[src/rtl/srtp_pkg.sv]
package srtp_pkg;

  typedef enum logic [1:0] {
    REQ_IRQ   = 2'd0,
    REQ_TICK  = 2'd1,
    REQ_ENTRY = 2'd2,
    REQ_EXIT  = 2'd3
  } req_type_e;

  typedef enum logic [1:0] {
    CFG_RATIO_START = 2'd0,
    CFG_DEPTH_START = 2'd1
  } cfg_index_e;

  localparam int unsigned CfgIdxW  = 2;
  localparam int unsigned CfgDataW = 16;

  localparam logic [31:0] RatioReset = 32'd16;
  localparam logic [15:0] DepthTrigReset = 16'd4;
  localparam logic [31:0] Max32 = 32'hFFFF_FFFF;
  localparam logic [15:0] Max16 = 16'hFFFF;

  typedef struct packed {
    req_type_e req_type;
    logic      paused;
  } srtp_in_t;

  typedef struct packed {
    logic        relocate_sync;
    logic        relocate_irq;
    logic [31:0] loop_ratio_now;
    logic [15:0] depth_trigger_now;
    logic [15:0] depth_now;
    logic [31:0] sync_total;
    logic [31:0] irq_total;
    logic        irq_seen_paused;
  } srtp_out_t;

endpackage

[src/rtl/stack_relocation_trigger_policy_core.sv]
// Stack relocation trigger policy core.
// Input channel (in_valid_i / in_stall_o / in_data_i) carries one event per
// transaction: interrupt, outer loop tick, call entry or call exit. Output
// channel (out_valid_o / out_stall_i / out_data_o) returns exactly one result
// per event, in order: relocation pulses plus ratio, depth, trigger and
// counter status after that event.
// The result of an accepted event is registered in the result register, or
// in the skid buffer while the output stalls. Throughput: one event per cycle
// while in_stall_o is low. Policy state updates by compares and increments;
// the one-entry skid buffer lets an event be taken while a result still waits.
// Stall: while out_stall_i holds, the result stays put; the skid buffer
// takes one more event, then in_stall_o rises until the result is taken.
// Configuration: cfg_valid_i / cfg_ready_o with cfg_index_i and cfg_data_i;
// index 0 reloads the loop ratio, index 1 the depth trigger, other indexes
// are ignored. Write only while idle. cfg_ready_o is always high.
// Reset (rst_ni low, async): ratio 16, depth trigger 4, counters, depth and
// flags cleared, both channel buffers empty.
module stack_relocation_trigger_policy_core
  import srtp_pkg::*;
(
  input  logic                clk_i,
  input  logic                rst_ni,
  input  logic                in_valid_i,
  output logic                in_stall_o,
  input  srtp_in_t            in_data_i,
  output logic                out_valid_o,
  input  logic                out_stall_i,
  output srtp_out_t           out_data_o,
  input  logic                cfg_valid_i,
  output logic                cfg_ready_o,
  input  logic [CfgIdxW-1:0]  cfg_index_i,
  input  logic [CfgDataW-1:0] cfg_data_i
);

  logic        hinted_q, hinted_d;
  logic        last_irq_q, last_irq_d;
  logic [31:0] ratio_q, ratio_d;
  logic [31:0] ticks_q, ticks_d;
  logic [15:0] depth_q, depth_d;
  logic [15:0] trig_q, trig_d;
  logic [31:0] sync_cnt_q, sync_cnt_d;
  logic [31:0] irq_cnt_q, irq_cnt_d;
  logic        paused_flag_q, paused_flag_d;

  logic        out_valid_q, out_valid_d;
  srtp_out_t   out_data_q, out_data_d;
  logic        skid_valid_q, skid_valid_d;
  srtp_out_t   skid_data_q, skid_data_d;

  logic        accept;
  logic        cfg_wr;
  logic        hint_req;
  logic        sync_pulse;
  logic        irq_pulse;
  logic [31:0] ratio_dec;
  logic [15:0] depth_inc;
  srtp_out_t   res;

  assign accept      = in_valid_i && !in_stall_o;
  assign in_stall_o  = skid_valid_q;
  assign cfg_ready_o = 1'b1;
  assign cfg_wr      = cfg_valid_i && cfg_ready_o;

  always_comb begin
    hinted_d      = hinted_q;
    last_irq_d    = last_irq_q;
    ratio_d       = ratio_q;
    ticks_d       = ticks_q;
    depth_d       = depth_q;
    trig_d        = trig_q;
    sync_cnt_d    = sync_cnt_q;
    irq_cnt_d     = irq_cnt_q;
    paused_flag_d = paused_flag_q;
    hint_req      = 1'b0;
    irq_pulse     = 1'b0;
    ratio_dec     = (last_irq_q && ratio_q > 32'd1) ? ratio_q - 32'd1 : ratio_q;
    depth_inc     = (depth_q != Max16) ? depth_q + 16'd1 : depth_q;

    unique case (in_data_i.req_type)
      REQ_IRQ: begin
        if (in_data_i.paused) begin
          paused_flag_d = 1'b1;
        end else if (!hinted_q) begin
          irq_pulse  = 1'b1;
          last_irq_d = 1'b1;
          irq_cnt_d  = (irq_cnt_q != Max32) ? irq_cnt_q + 32'd1 : irq_cnt_q;
          if (depth_q > trig_q && trig_q != Max16) begin
            trig_d = trig_q + 16'd1;
          end
        end else begin
          hinted_d = 1'b0;
        end
      end
      REQ_TICK: begin
        if (ticks_q >= ratio_q) begin
          if (hinted_q) begin
            ratio_d = ratio_dec[31] ? Max32 : {ratio_dec[30:0], 1'b0};
          end else begin
            ratio_d = ratio_dec;
          end
          hint_req = 1'b1;
          ticks_d  = '0;
        end else begin
          ticks_d = (ticks_q != Max32) ? ticks_q + 32'd1 : ticks_q;
        end
      end
      REQ_ENTRY: begin
        depth_d = depth_inc;
        if (depth_inc == trig_q) begin
          if (hinted_q && trig_q > 16'd1) begin
            trig_d = trig_q - 16'd1;
          end
          hint_req = 1'b1;
        end
      end
      REQ_EXIT: begin
        depth_d = (depth_q != '0) ? depth_q - 16'd1 : depth_q;
      end
      default: ;
    endcase

    sync_pulse = hint_req && !hinted_q;
    if (sync_pulse) begin
      hinted_d   = 1'b1;
      last_irq_d = 1'b0;
      sync_cnt_d = (sync_cnt_q != Max32) ? sync_cnt_q + 32'd1 : sync_cnt_q;
    end

    res.relocate_sync     = sync_pulse;
    res.relocate_irq      = irq_pulse;
    res.loop_ratio_now    = ratio_d;
    res.depth_trigger_now = trig_d;
    res.depth_now         = depth_d;
    res.sync_total        = sync_cnt_d;
    res.irq_total         = irq_cnt_d;
    res.irq_seen_paused   = paused_flag_d;
  end

  // result register with one-entry skid buffer
  always_comb begin
    out_valid_d  = out_valid_q;
    out_data_d   = out_data_q;
    skid_valid_d = skid_valid_q;
    skid_data_d  = skid_data_q;
    if (!out_valid_q || !out_stall_i) begin
      if (skid_valid_q) begin
        out_valid_d  = 1'b1;
        out_data_d   = skid_data_q;
        skid_valid_d = 1'b0;
      end else begin
        out_valid_d = accept;
        out_data_d  = res;
      end
    end else if (accept) begin
      skid_valid_d = 1'b1;
      skid_data_d  = res;
    end
  end

  always_ff @(posedge clk_i or negedge rst_ni) begin
    if (!rst_ni) begin
      hinted_q      <= 1'b0;
      last_irq_q    <= 1'b0;
      ratio_q       <= RatioReset;
      ticks_q       <= '0;
      depth_q       <= '0;
      trig_q        <= DepthTrigReset;
      sync_cnt_q    <= '0;
      irq_cnt_q     <= '0;
      paused_flag_q <= 1'b0;
      out_valid_q   <= 1'b0;
      skid_valid_q  <= 1'b0;
    end else begin
      out_valid_q  <= out_valid_d;
      skid_valid_q <= skid_valid_d;
      if (accept) begin
        hinted_q      <= hinted_d;
        last_irq_q    <= last_irq_d;
        ratio_q       <= ratio_d;
        ticks_q       <= ticks_d;
        depth_q       <= depth_d;
        trig_q        <= trig_d;
        sync_cnt_q    <= sync_cnt_d;
        irq_cnt_q     <= irq_cnt_d;
        paused_flag_q <= paused_flag_d;
      end else if (cfg_wr) begin
        if (cfg_index_i == CFG_RATIO_START) begin
          ratio_q <= {16'd0, cfg_data_i};
        end else if (cfg_index_i == CFG_DEPTH_START) begin
          trig_q <= cfg_data_i;
        end
      end
    end
  end

  always_ff @(posedge clk_i) begin
    out_data_q  <= out_data_d;
    skid_data_q <= skid_data_d;
  end

  assign out_valid_o = out_valid_q;
  assign out_data_o  = out_data_q;

endmodule

[config.mk]
export PLATFORM = sky130hd
export DESIGN_NAME = stack_relocation_trigger_policy_core
export DESIGN_NICKNAME = d
export VERILOG_FILES = /design/src/rtl/srtp_pkg.sv /design/src/rtl/stack_relocation_trigger_policy_core.sv
export SDC_FILE = /design/constraint.sdc
export NUM_CORES = 1
export LEC_CHECK = 0
export ABC_AREA = 1
export BUFFER_PORTS_ARGS = -buffer_cell sky130_fd_sc_hd__buf_4
export CAP_MARGIN = 5
export CELL_PAD_IN_SITES_DETAIL_PLACEMENT = 0
export CELL_PAD_IN_SITES_GLOBAL_PLACEMENT = 1
export CORE_ASPECT_RATIO = 1.1
export CORE_MARGIN = 2
export CORE_UTILIZATION = 50
export DETAILED_ROUTE_END_ITERATION = 16
export GPL_TIMING_DRIVEN = 0
export PLACE_DENSITY = 0.95
export SYNTH_ARGS = -nofsm -noshare
export SYNTH_HDL_FRONTEND = slang
export SYNTH_SLANG_ARGS = --single-unit
[constraint.sdc]
create_clock -name clk_i -period 26.5 [get_ports clk_i]
set_input_delay 2.65 -clock clk_i [delete_from_list [all_inputs] [get_ports clk_i]]
set_output_delay 2.65 -clock clk_i [all_outputs]
set_load 0.05 [all_outputs]
==> results.md <==
## Status
- **run status** completed

## GRT
- **first-pass GRT wire length** 121 mm
- **antenna violations before repair** 0
- **total global routing track utilization** 29.9%
- **maximum number of pins on one net before global-route repair** 98
- **number of global-route vias before repair** 21600
- **overflow left after global routing** 0

## Layout
- **Area growth syn-to-layout** 14.6%
- **proportion of layout cells with a drive suffix above 1** 10.3%
- **post-route cell area** 0.0286 mm2
- **Diodes inserted** 0
- **net count reported at finish** 3499

## Detailed routing
- **Routed WL per cell** 18.8 um
- **wire length the detailed router placed on met1** 32.7 mm
- **detailed-route via count** 22500
- **wire length reported by the detailed router** 76.9 mm
- **violation count after the first detailed-routing iteration** 1980
- **via count normalized by instance count** 5.50
- **final antenna-violating net count** 0
- **residual DRC count** 0
- **highest routed metal layer** met4
- **WL met2** 36.8 mm
- **met3 WL post-DR** 4.96 mm
- **length of the first detailed-routing pass in iterations** 5

## Power and ir drop
- **switching part of the total power** 44.2%
- **internal portion of total power** 1.57 mW
- **total leakage power** 12.8 nW
- **proportion of power drawn by the clock network** 23.0%
- **proportion of power drawn by flip-flops and latches** 34.7%
- **worst ir drop on vdd** 57.2 uV
- **combinational share of power** 42.3%
- **power per cell area** 98.1 mW/mm2
- **total net switching power** 1.24 mW

## Yosys
- **most common cell in the netlist** sky130_fd_sc_hd__nand2_1
- **sequential fraction of the synthesis area** 48.1%
- **Async S/R FF share, synth** 38.6%
- **Gate Count Post-Synth** 3201
- **area of the mapped netlist** 0.0249 mm2
- **Post-synth top cells** sky130_fd_sc_hd__nand2_1 (1246), sky130_fd_sc_hd__edfxtp_1 (262), sky130_fd_sc_hd__nor2_1 (247), sky130_fd_sc_hd__inv_1 (244), sky130_fd_sc_hd__nand3_1 (167)
- **ranking of synthesized cells by area** sky130_fd_sc_hd__edfxtp_1 (32%), sky130_fd_sc_hd__nand2_1 (19%), sky130_fd_sc_hd__dfrtp_1 (16%)
- **fraction of post-synthesis cell area in the top cell type by area** 31.5%
- **Yosys warning total** 0
- **top flip-flop cell by instance count after synthesis** sky130_fd_sc_hd__edfxtp_1
- **mean area per synthesized cell** 7.79 um2
- **largest area contributor in the netlist** sky130_fd_sc_hd__edfxtp_1
- **post-synthesis register bit count** 427
- **Post-Synthesis Net Count** 3289
- **count of flip-flops with a built-in enable after synthesis** 262
- **Distinct cells, synth** 45

## STA
- **achievable clock frequency** 182 MHz
- **final count of hold timing violations** 0
- **max-slew violation total from the final report** 0
- **unrepaired setup endpoints after global routing** no
- **worst-case clock skew** 0.0177 ns
- **Final period util** 20.8%
- **sum of negative setup slack** 0 ns
- **minimum clock period after layout** 5.50 ns
- **Final setup viols** 0
- **worst-margin pin slew** 1.13 ns
- **Rel. slew slack** 24.4%

## Die
- **y dimension of the die** 238 um
- **die boundary width** 217 um
- **placeable core region** 0.0491 mm2
- **Core Rows** 85
- **IO Count** 160
- **Initial Util** 50.8%
- **DIE AREA** 0.0517 mm2

## Setup path
- **series of cell instances along the critical path** buf_4, inv_1, nor2_2, clkinv_1, clkbuf_1, clkbuf_1, nor2_4, buf_12, buf_12
- **critical path buffer and inverter count** 7
- **CP Launch Type** input pin
- **maximum fanout encountered on the critical timing path** 27
- **delay contributed by the slowest stage of the critical path** 0.69 ns
- **type of element capturing the critical path** flop
- **signal arrival time at the worst endpoint** 5.79 ns
- **kind of cell with the highest combined delay on the critical path** buffers and inverters
- **worst endpoint required time** 26.79 ns
- **startpoint-to-endpoint class of the critical path** input pin to flop
- **Critical Path Slowest Stage Cell** sky130_fd_sc_hd__nor2_4

## Place
- **number of port buffers** 158
- **routability-driven placement congestion ratio** 0.996
- **detailed placer's ending HPWL** 59.3 mm
- **standard cell area after detailed placement** 0.0271 mm2

## Clock network
- **# resized after CTS** 0
- **hold-fix buffers at CTS** 0
- **Clock Tree Root** sky130_fd_sc_hd__clkbuf_16
- **number of buffers inserted during clock tree synthesis** 44
- **clock sink count** 427
- **post-CTS setup-driven buffer insertion count** 0
- **Clock Latency Late Sink** 0.59 ns
- **buffer depth of the longest clock path** 3
- **maximum level of the CTS H-tree** 2
- **CTS tree** done
- **post-CTS clock slew at the launch and capture registers of the worst setup and hold paths** 0.06 ns

## Flow run
- **Max Cap Viol** 0

## Hold path
- **path type of the worst min-delay path** flop to flop

==> worst paths after layout <==
| kind | from | endpoint | slack, ns | cells past startpoint |
|---|---|---|---|---|
| setup / recovery | in_valid_i | skid_data_q[4] | 21.00 | 9 |
| hold / removal | paused_flag_q | paused_flag_q | 0.51 | 2 |
| setup reg to reg | in_stall_o | skid_data_q[4] | 22.36 | 8 |
| hold reg to reg | paused_flag_q | paused_flag_q | 0.51 | 2 |
| max in group asynchronous | rst_ni | ticks_q[14] | 23.60 | 2 |
| min in group asynchronous | rst_ni | trig_q[5] | 1.98 | 1 |
==> state kept, by name, indices dropped and copies added, names as in the netlist <==
register / count
depth_q: 16
hinted_q: 1
in_stall_o: 1
irq_cnt_q: 32
last_irq_q: 1
out_data_o: 131
out_valid_o: 1
paused_flag_q: 1
ratio_q: 32
skid_data_q: 131
sync_cnt_q: 32
ticks_q: 32
trig_q: 16
==> area by class of cell <==
cell class,count,area (um2)
Clock buffer,52,1170
Fill cell,4553,20500
Timing Repair Buffer,164,1330
Buffer,129,564
Clock inverter,28,318
Sequential cell,427,12000
Multi-Input combinational cell,2384,11400
Inverter,261,980
Tap cell,652,816
==> metal layers <==
metal / track usage, % / vias to the layer above
met5: 0 / -
li1: - / 10900
met4: 9.61 / 0
met3: 3.85 / 155
met2: 50.4 / 807
met1: 40.2 / 10700
==> cells in the final DEF (no fill, tap or decap), drive strengths merged, types with 2 or more instances in the layout <==
cell    Yosys  routed
nand3b      3       3
nor3b       2       2
o221ai      5       5
nor4       23      23
nor3       57      57
a31oi       4       4
nand4      54      54
nand3     167     167
edfxtp    262     262
o31ai      17      17
nand2    1306    1306
o22ai      35      35
o211ai     22      22
xor2      104     104
inv       248     254
clkbuf     94     146
clkinv     13      29
o311ai      7       7
a21oi      42      42
o41ai       2       2
dfrtp     163     163
ha         62      62
o21a        2       2
dfstp       2       2
buf        35     199
o21ai     183     183
bufinv      0       5
nor2      251     251
xnor2       9       9
or2        18      18
and2        4       4
==> cell families (layout without fill, tap and decap cells) <==
kind of cell / Yosys count / in the layout / share of synthesized area, %
DFF: 427 / 427 / 48.1
AOI/OAI and AO/OA: 321 / 321 / 7.30
buffers and inverters: 390 / 634 / 6.19
and+or+nand+nor: 1887 / 1887 / 31.3
xor gates and xnor gates: 113 / 113 / 3.97
other: 1 / 1 / 0.0150
adders and majority gates: 62 / 62 / 3.11
==> tightest hold or removal path, delay by kind of cell (launching register included) <==
kind             cells  cell delay, ns
and+or+nand+nor      2            0.13
DFF                  1            0.34
==> stage by stage <==
step / util [%] / instances / setup WS [ns] / power, mW / hold WS (ns)
2_1_floorplan: - / 3201 / 14.22 / 1.77 / 0.467
3_3_place_gp: 54.8 / 4011 / 6.71 / 2.13 / 0.483
3_5_place_dp: 55.2 / 4017 / 20.46 / 2.15 / 0.499
4_1_cts: 58.2 / 4097 / 21.07 / 2.80 / 0.502
5_1_grt: 58.2 / 4097 / 20.87 / 2.97 / 0.536
6_report: 58.2 / 4097 / 21.00 / 2.81 / 0.510
==> power by group through the flow <==
| stage | logic [mW] | registers [mW] | clock network (mW) |
|---|---|---|---|
| floorplan | 0.660 | 1.11 | 0 |
| global placement | 1.14 | 0.987 | 0 |
| detailed placement | 1.17 | 0.982 | 0 |
| CTS | 1.18 | 0.971 | 0.657 |
| global route | 1.31 | 0.984 | 0.679 |
| finish | 1.19 | 0.974 | 0.646 |
Power figures use the tool's default switching activity.
